## src/hw/rtl/mlfs_pkg.sv

```systemverilog
// Package for the multilevel feedback scheduler: opcodes, status codes,
// register indexes and sizing defaults. No dependencies.
`default_nettype none
package mlfs_pkg;
   localparam int SLOT_COUNT_DEF  = 16;
   localparam int QUEUE_DEPTH_DEF = 16;

   localparam logic [2:0] OP_ADMIT    = 3'd0;
   localparam logic [2:0] OP_RELEASE  = 3'd1;
   localparam logic [2:0] OP_DISPATCH = 3'd2;
   localparam logic [2:0] OP_ADVANCE  = 3'd3;
   localparam logic [2:0] OP_READ     = 3'd4;

   localparam logic [1:0] ST_OK        = 2'd0;
   localparam logic [1:0] ST_FULL      = 2'd1;
   localparam logic [1:0] ST_BAD_LEVEL = 2'd2;
   localparam logic [1:0] ST_BLOCKED   = 2'd3;

   localparam logic [1:0] REG_Q1     = 2'd0;
   localparam logic [1:0] REG_Q2     = 2'd1;
   localparam logic [1:0] REG_Q3     = 2'd2;
   localparam logic [1:0] REG_ACTIVE = 2'd3;

   function automatic logic [4:0] sat31(input logic [8:0] v);
      sat31 = (v > 9'd31) ? 5'd31 : v[4:0];
   endfunction
endpackage
`default_nettype wire

```

## src/hw/rtl/multilevel_feedback_scheduler.sv

```systemverilog
// Multilevel feedback scheduler, top level.
// Depends on mlfs_pkg.
//
// Usage: command items enter on req_ (tdata = opcode[2:0], task_id[18:3],
// task_life[34:19], admit_level[36:35], slot_index[40:37]). One result item
// per command leaves on rsp_. The user must set quanta and the active slot
// count over the csr_ APB port only while the block is idle; the block itself
// does not enforce it. Admit and read pass through the WALK and FINISH states
// before the result is valid. Release, dispatch and advance walk the visited
// slots, one slot per cycle except where dispatch fills a slot, through a
// single slot-update unit. Waiting-queue entries live in one memory with one
// write and one registered read port; each slot that dispatch fills from a
// queue passes through an extra FILL state that takes the registered read.
// req_tready is high only when the sequencer is idle and the result register
// is empty or being drained, so a stalled receiver holds the result and
// blocks the next command. Reset empties all slots and queue pointers and
// restores register defaults; queue memory contents are not cleared.
`default_nettype none
module multilevel_feedback_scheduler
   import mlfs_pkg::*;
#(
   parameter int SLOT_COUNT  = SLOT_COUNT_DEF,
   parameter int QUEUE_DEPTH = QUEUE_DEPTH_DEF
) (
   input  wire         clock,
   input  wire         reset,
   input  wire         req_tvalid,
   output logic        req_tready,
   // opcode, task_id, task_life, admit_level, slot_index from bit 0; zero fill
   input  wire  [47:0] req_tdata,
   output logic        rsp_tvalid,
   input  wire         rsp_tready,
   // status, placed_level, changed_count, finished_count, slot_busy,
   // slot_task_id, slot_life, slot_quantum, slot_level, waiting one/two/three
   output logic [79:0] rsp_tdata,
   input  wire         csr_psel,
   input  wire         csr_penable,
   input  wire         csr_pwrite,
   input  wire  [3:0]  csr_paddr,
   input  wire  [31:0] csr_pwdata,
   output logic [31:0] csr_prdata,
   output logic        csr_pready
);
   localparam int SW = (SLOT_COUNT > 1) ? $clog2(SLOT_COUNT) : 1;
   localparam int SCW = $clog2(SLOT_COUNT + 1);
   localparam int QW = $clog2(QUEUE_DEPTH);
   localparam int CW = $clog2(QUEUE_DEPTH + 1);
   localparam int MW = 2 + QW;

   typedef enum logic [2:0] {IDLE, WALK, POP, FILL, FINISH} state_type;

   typedef struct packed {
      logic [15:0] id;
      logic [15:0] life;
      logic [15:0] quantum;
   } qent_type;

   // slot table
   logic [SLOT_COUNT-1:0] busy_ff;
   logic [15:0] sid_ff [SLOT_COUNT];
   logic [15:0] slife_ff [SLOT_COUNT];
   logic [15:0] squant_ff [SLOT_COUNT];
   logic [1:0]  slevel_ff [SLOT_COUNT];

   qent_type qmem [3*QUEUE_DEPTH];
   qent_type qrd_ff;

   logic [QW-1:0] head_ff [3];
   logic [QW-1:0] tail_ff [3];
   logic [CW-1:0] count_ff [3];

   logic [14:0] quant_ff [3];
   logic [4:0]  active_ff;

   state_type state_ff;
   logic [2:0]  op_ff;
   logic [15:0] tid_ff, tlife_ff;
   logic [1:0]  tlv_ff;
   logic [3:0]  tidx_ff;
   logic [SW-1:0] s_ff;
   logic [SCW-1:0] n_ff;
   logic [1:0] status_ff, placed_ff, poplv_ff;
   logic [8:0] changed_ff, finished_ff;
   logic rbusy_ff;
   logic [15:0] rid_ff, rlife_ff, rquant_ff;
   logic [1:0] rlevel_ff;
   logic out_valid_ff;
   logic [79:0] out_ff;

   // queue write port
   logic wr_en;
   logic [MW-1:0] wr_addr;
   qent_type wr_data;
   logic [MW-1:0] rd_addr;

   function automatic logic [MW-1:0] qaddr(input logic [1:0] q, input logic [QW-1:0] p);
      qaddr = MW'(q) * MW'(QUEUE_DEPTH) + MW'(p);
   endfunction

   function automatic logic [QW-1:0] inc(input logic [QW-1:0] p);
      inc = (32'(p) == QUEUE_DEPTH - 1) ? '0 : p + 1'b1;
   endfunction

   wire accept = req_tvalid && req_tready;
   assign req_tready = (state_ff == IDLE) && (!out_valid_ff || rsp_tready);
   assign rsp_tvalid = out_valid_ff;
   assign rsp_tdata = out_ff;
   assign csr_pready = 1'b1;

   always_comb begin
      case (csr_paddr[3:2])
         REG_Q1:     csr_prdata = {17'd0, quant_ff[0]};
         REG_Q2:     csr_prdata = {17'd0, quant_ff[1]};
         REG_Q3:     csr_prdata = {17'd0, quant_ff[2]};
         REG_ACTIVE: csr_prdata = {27'd0, active_ff};
         default:    csr_prdata = '0;
      endcase
   end

   // current slot view and demotion target
   wire cur_busy = busy_ff[s_ff];
   wire [15:0] cur_life = slife_ff[s_ff];
   wire [15:0] cur_q = squant_ff[s_ff];
   wire [1:0] cur_lv = slevel_ff[s_ff];
   wire [1:0] dq = cur_lv; // index of next level queue (level+1)-1
   wire dfull = (32'(count_ff[dq]) >= QUEUE_DEPTH);
   wire want_demote = cur_busy && cur_life != 16'd0 && $signed(cur_q) <= 0
                      && (cur_lv == 2'd1 || cur_lv == 2'd2);
   wire [1:0] alq = tlv_ff - 2'd1;
   wire afull = (32'(count_ff[alq]) >= QUEUE_DEPTH);

   logic [1:0] pick;
   logic pick_ok;
   always_comb begin
      pick_ok = 1'b1;
      if (count_ff[0] != '0) pick = 2'd0;
      else if (count_ff[1] != '0) pick = 2'd1;
      else if (count_ff[2] != '0) pick = 2'd2;
      else begin pick = 2'd0; pick_ok = 1'b0; end
   end

   always_comb begin
      wr_en = 1'b0;
      wr_addr = qaddr(alq, tail_ff[alq]);
      wr_data = '{id: tid_ff, life: tlife_ff, quantum: {1'b0, quant_ff[alq]}};
      rd_addr = qaddr(pick, head_ff[pick]);
      if (state_ff == WALK && op_ff == OP_RELEASE) begin
         wr_addr = qaddr(dq, tail_ff[dq]);
         wr_data = '{id: sid_ff[s_ff], life: cur_life, quantum: {1'b0, quant_ff[dq]}};
         wr_en = want_demote && !dfull;
      end else if (state_ff == WALK && op_ff == OP_ADMIT) begin
         wr_en = tlv_ff != 2'd0 && !afull;
      end
   end

   always_ff @(posedge clock) begin
      if (wr_en) qmem[wr_addr] <= wr_data;
      qrd_ff <= qmem[rd_addr];
   end

   wire last = (32'(s_ff) + 1 >= 32'(n_ff));

   always_ff @(posedge clock) begin
      if (reset) begin
         state_ff <= IDLE;
         out_valid_ff <= 1'b0;
         busy_ff <= '0;
         for (int q = 0; q < 3; q++) begin
            head_ff[q] <= '0; tail_ff[q] <= '0; count_ff[q] <= '0;
         end
         quant_ff[0] <= 15'd1; quant_ff[1] <= 15'd2; quant_ff[2] <= 15'd4;
         active_ff <= 5'd16;
      end else begin
         if (csr_psel && csr_penable && csr_pwrite) begin
            case (csr_paddr[3:2])
               REG_Q1:     quant_ff[0] <= csr_pwdata[14:0];
               REG_Q2:     quant_ff[1] <= csr_pwdata[14:0];
               REG_Q3:     quant_ff[2] <= csr_pwdata[14:0];
               REG_ACTIVE: active_ff <= csr_pwdata[4:0];
               default: ;
            endcase
         end
         if (out_valid_ff && rsp_tready) out_valid_ff <= 1'b0;
         case (state_ff)
            IDLE: if (accept) begin
               op_ff <= req_tdata[2:0];
               tid_ff <= req_tdata[18:3];
               tlife_ff <= req_tdata[34:19];
               tlv_ff <= req_tdata[36:35];
               tidx_ff <= req_tdata[40:37];
               s_ff <= '0;
               n_ff <= (32'(active_ff) > SLOT_COUNT) ? SCW'(SLOT_COUNT) : SCW'(active_ff);
               status_ff <= ST_OK; placed_ff <= 2'd0;
               changed_ff <= '0; finished_ff <= '0;
               rbusy_ff <= 1'b0; rid_ff <= '0; rlife_ff <= '0;
               rquant_ff <= '0; rlevel_ff <= '0;
               state_ff <= WALK;
            end
            WALK: begin
               case (op_ff)
                  OP_ADMIT: begin
                     if (tlv_ff == 2'd0) status_ff <= ST_BAD_LEVEL;
                     else if (afull) status_ff <= ST_FULL;
                     else begin
                        placed_ff <= tlv_ff;
                        tail_ff[alq] <= inc(tail_ff[alq]);
                        count_ff[alq] <= count_ff[alq] + 1'b1;
                     end
                     state_ff <= FINISH;
                  end
                  OP_READ: begin
                     if (32'(tidx_ff) < SLOT_COUNT && busy_ff[SW'(tidx_ff)]) begin
                        rbusy_ff <= 1'b1;
                        rid_ff <= sid_ff[SW'(tidx_ff)];
                        rlife_ff <= slife_ff[SW'(tidx_ff)];
                        rquant_ff <= squant_ff[SW'(tidx_ff)];
                        rlevel_ff <= slevel_ff[SW'(tidx_ff)];
                     end
                     state_ff <= FINISH;
                  end
                  OP_RELEASE, OP_DISPATCH, OP_ADVANCE: begin
                     if (n_ff == '0) state_ff <= FINISH;
                     else begin
                        if (op_ff == OP_RELEASE) begin
                           if (cur_busy && cur_life == 16'd0) begin
                              busy_ff[s_ff] <= 1'b0;
                              sid_ff[s_ff] <= '0; slife_ff[s_ff] <= '0;
                              squant_ff[s_ff] <= '0; slevel_ff[s_ff] <= '0;
                              finished_ff <= finished_ff + 1'b1;
                              changed_ff <= changed_ff + 1'b1;
                           end else if (want_demote) begin
                              if (dfull) status_ff <= ST_BLOCKED;
                              else begin
                                 busy_ff[s_ff] <= 1'b0;
                                 sid_ff[s_ff] <= '0; slife_ff[s_ff] <= '0;
                                 squant_ff[s_ff] <= '0; slevel_ff[s_ff] <= '0;
                                 tail_ff[dq] <= inc(tail_ff[dq]);
                                 count_ff[dq] <= count_ff[dq] + 1'b1;
                                 changed_ff <= changed_ff + 1'b1;
                              end
                           end
                        end else if (op_ff == OP_ADVANCE) begin
                           if (cur_busy && cur_life != 16'd0) begin
                              slife_ff[s_ff] <= cur_life - 1'b1;
                              if (cur_q != 16'h8000) squant_ff[s_ff] <= cur_q - 1'b1;
                              changed_ff <= changed_ff + 1'b1;
                           end
                        end
                        if (op_ff == OP_DISPATCH && !cur_busy && pick_ok) begin
                           poplv_ff <= pick;
                           head_ff[pick] <= inc(head_ff[pick]);
                           count_ff[pick] <= count_ff[pick] - 1'b1;
                           changed_ff <= changed_ff + 1'b1;
                           state_ff <= FILL;
                        end else if (last) state_ff <= FINISH;
                        else s_ff <= s_ff + 1'b1;
                     end
                  end
                  default: state_ff <= FINISH;
               endcase
            end
            FILL: begin
               busy_ff[s_ff] <= 1'b1;
               sid_ff[s_ff] <= qrd_ff.id;
               slife_ff[s_ff] <= qrd_ff.life;
               squant_ff[s_ff] <= qrd_ff.quantum;
               slevel_ff[s_ff] <= poplv_ff + 2'd1;
               if (last) state_ff <= FINISH;
               else begin
                  s_ff <= s_ff + 1'b1;
                  state_ff <= WALK;
               end
            end
            FINISH: begin
               out_ff <= {sat31(9'(count_ff[2])), sat31(9'(count_ff[1])),
                          sat31(9'(count_ff[0])), rlevel_ff, rquant_ff, rlife_ff,
                          rid_ff, rbusy_ff, sat31(finished_ff), sat31(changed_ff),
                          placed_ff, status_ff};
               out_valid_ff <= 1'b1;
               state_ff <= IDLE;
            end
            default: state_ff <= IDLE;
         endcase
      end
   end
endmodule
`default_nettype wire

```

## config.mk

```make
export PLATFORM = sky130hd
export DESIGN_NAME = multilevel_feedback_scheduler
export DESIGN_NICKNAME = d
export VERILOG_FILES = /design/src/hw/rtl/mlfs_pkg.sv /design/src/hw/rtl/multilevel_feedback_scheduler.sv
export SDC_FILE = /design/constraint.sdc
export NUM_CORES = 2
export LEC_CHECK = 0
export BUFFER_PORTS_ARGS = -buffer_cell sky130_fd_sc_hd__buf_2
export CAP_MARGIN = 20
export CORE_MARGIN = 8
export CORE_UTILIZATION = 30
export CTS_CLUSTER_SIZE = 8
export DETAILED_ROUTE_END_ITERATION = 8
export SYNTH_ARGS = -nofsm -noshare
export SYNTH_HDL_FRONTEND = slang
export SYNTH_SLANG_ARGS = --single-unit
```

## constraint.sdc

```tcl
create_clock -name clock -period 13.1 [get_ports clock]
set_input_delay 0.655 -clock clock [delete_from_list [all_inputs] [get_ports clock]]
set_output_delay 0.655 -clock clock [all_outputs]
set_load 0.01 [all_outputs]
```

==> flow_summary.toml <==
[run_status]
outcome = "finished clean"

[sta]
fmax_mhz = 121
slew_headroom_pct = 20.9
hold_viol_final = 0
setup_viol_count_final = 0
rsz0062_at_grt = "false"
tightest_slew_ns = 1.19
timing.final.ws_setup_ns = 4.84
finClkSkew_ns = 0.0654
fin_crit_sh_pct = 63.1
fin_setup_tns_ns = 0
fin_crit_ns = 8.26
maxSlewViolCount = 0

[route]
route.vias.total = 86419
firstDrtPassIters = 6
vias_per_cell = 5.29
route.detailed.drc = 0
wl_mm = 424
wl_per_cell_um = 26.0
drtIter0Drc = 10334
ant_nets = 0

[finish]
fill_cells = 44546
mostFrequentLayoutCells = "edfxtp_1 (3354), nand2_1 (2261), nand3_1 (743), mux4_2 (476), clkbuf_16 (472)"
area_growth_pct = 15.8
layout_commonest_cell = "edfxtp_1"
fin_nets = 9949
fin_util_pct = 34.9
drive_above_1_share_pct = 15.8

[placement]
preCtsSetupSlack_ns = 4.84
place_congestion = 0.792
hpwl_mm = 234
numPortBuffers = 161

[logic_synthesis]
synthSimpleGateAreaFrac_pct = 11.7
ys_ff_latch = 3434
syn_inst = 9535
synthMuxAreaShare_pct = 9.03
synthXorXnorAreaFrac_pct = 0.327
synth_top_flop_cell = "edfxtp_1"
synth_compound_area_share_pct = 4.54
ys_seq_area_share_pct = 72.1
ys_types = 85
async_flop_share_pct = 0
ys_warn_count = 0
synth.cell_area_um2 = 142000
synth_top_family_by_area = "simple AND/OR/NAND/NOR gates"
syn_avg_cell_area_um2 = 14.9
synth-edff-count = 3354
synth_fa_ha_area_share_pct = 0.176

[floorplan]
rows = 252
die_x_um = 704
dieArea_um2 = 495000
initial_core_util_pct = 30.1
fp.dieH_um = 704
io_pins = 206
core-area_um2 = 471000

[pwr]
cellPowerDensity_nw_per_um2 = 153
ir_worst_vdd_uv = 120
p_leak_nw = 54.1

[global_route]
grt_max_degree = 147
grt_pass1_wl_mm = 603
grt_pass1_vias = 83367
grtUsageTotal_pct = 16.4
antenna_found_initial = 23
grt_overflow = 0

[clock_network]
clk_pin_slew_worst_paths_ns = 0.05
htreeDepth = 5
clock_sinks = 3434
numCtsBuffers = 468
cts_root_buf = "clkbuf_16"
insertion_delay_ns = 0.98
post_cts_resized = 0
postCtsSetupRepairBufs = 0
cts_tree = "built"
cts_buffer_depth = 4

[setup_path]
ff2ff_setup_slack_ns = 4.84
cp.required_ns = 13.65
worstReg2RegEnd = "qmem[43][34]"
crit_fanout = 41
worst-setup-path-type = "reg -> reg"
cp-start-kind = "flip-flop"
end_kind = "flip-flop"
cp_data_arrival_time_ns = 8.82
worstRegToRegCells = 12

[worst_hold_path]
hp-class = "in -> reg"
min_to = "rsp_tvalid"
hold_start = "rsp_tready"
hold-path-cell-count = 3

[flow_run]
drv_cap = 0
-- worst max-delay path by stage --
| stage | from | to | slack (ns) | cells after the start |
|---|---|---|---|---|
| final | flip-flop | qmem[43][34] | 4.84 | 12 |
| after global routing | flip-flop | qmem[35][42] | 4.59 | 13 |
| after CTS | flip-flop | qmem[43][45] | 4.80 | 12 |
| after detailed placement | flip-flop | qmem[43][36] | 4.84 | 12 |
| after global placement | flip-flop | qmem[6][43] | 4.83 | 12 |
| after floorplan | reset | rsp_tdata[0] | 3.03 | 3 |
-- worst max-delay path, stage by stage, from the launching register on --
cell and delay, ns:
dfxtp_4 0.43, buf_4 0.71, buf_4 0.64, mux4_2 0.60
mux4_2 0.52, or3_4 0.43, nor4_4 0.48, a41oi_4 0.40
nor3_1 0.61, a32o_1 0.52, nand2_1 0.62, nor2_4 1.01
buf_4 0.72
-- logic make-up after synthesis --
logic type                 Yosys count
other                                2
DFF                               3434
adders and majority gates           20
muxes                              679
xor gates and xnor gates            53
AOI/OAI and AO/OA                  818
buffers and inverters              725
and+or+nand+nor                   3804
-- metal layers --
layer	global-route usage [%]	share of wire (%)	vias to the layer above	wire length, um
met5	0	0.0028	-	12
li1	-	-	37184	-
met1	21.9	40	44564	171000
met2	26.9	48	4016	203000
met4	5.12	3.0	2	12900
met3	3.14	8.9	653	37900
-- cells in the mapped netlist (all sizes together), types with 64 or more instances --
master	n	share of area, %
mux4	477	7.6
edfxtp	3354	71
dfxtp	80	1.1
nor2	231	0.62
buf	201	0.74
and3	214	0.94
a31oi	64	0.28
o21ai	91	0.32
and2	92	0.41
nor3	132	0.47
nand3	746	2.6
clkbuf	467	1.2
a311oi	412	2.5
mux2i	166	1.2
nand2	2265	6.0
-- metrics by stage --
stage	instances	hold WS, ns	instance area [um^2]	power [mW]
floorplan	9551	0.400	142000	13.7
global placement	15531	0.401	151000	14.4
detailed placement	15532	0.405	151000	14.4
CTS	16312	0.00737	164000	25.3
global route	16316	0.0629	164000	25.9
finish	16322	0.0659	164000	25.2
-- power by group --
group	switching [mW]	total, mW	internal, mW
Combinational	1.28	1.92	0.639
Sequential	0.0933	12.3	12.2
Clock	4.46	11.0	6.54
-- final cells by class --
type	instances	area, um^2	share of cell area, %
clock inverter	23	370	0.225
sequential	3434	102000	62.3
tap	6223	7790	4.74
clock buffer	701	12700	7.71
multi-input combinational	5392	37300	22.7
inverter	57	230	0.140
timing repair buffer	485	3610	2.20
antenna	7	17.5	0.0107
-- flip-flops by register name, indices dropped and copies added (netlist names), 20 cells and up, named ones only --
name	flops
squant_ff	256
sid_ff	256
rsp_tdata	80
quant_ff	45
qrd_ff	47
qmem	2256
slife_ff	256
count_ff	20
slevel_ff	32
-- repair_timing --
item | in CTS | in global routing
hold endpoints to repair | 86 | 0
setup endpoints to repair | 0 | 0
hold buffers | 56 | 0
(Power assumes the default switching activity.)
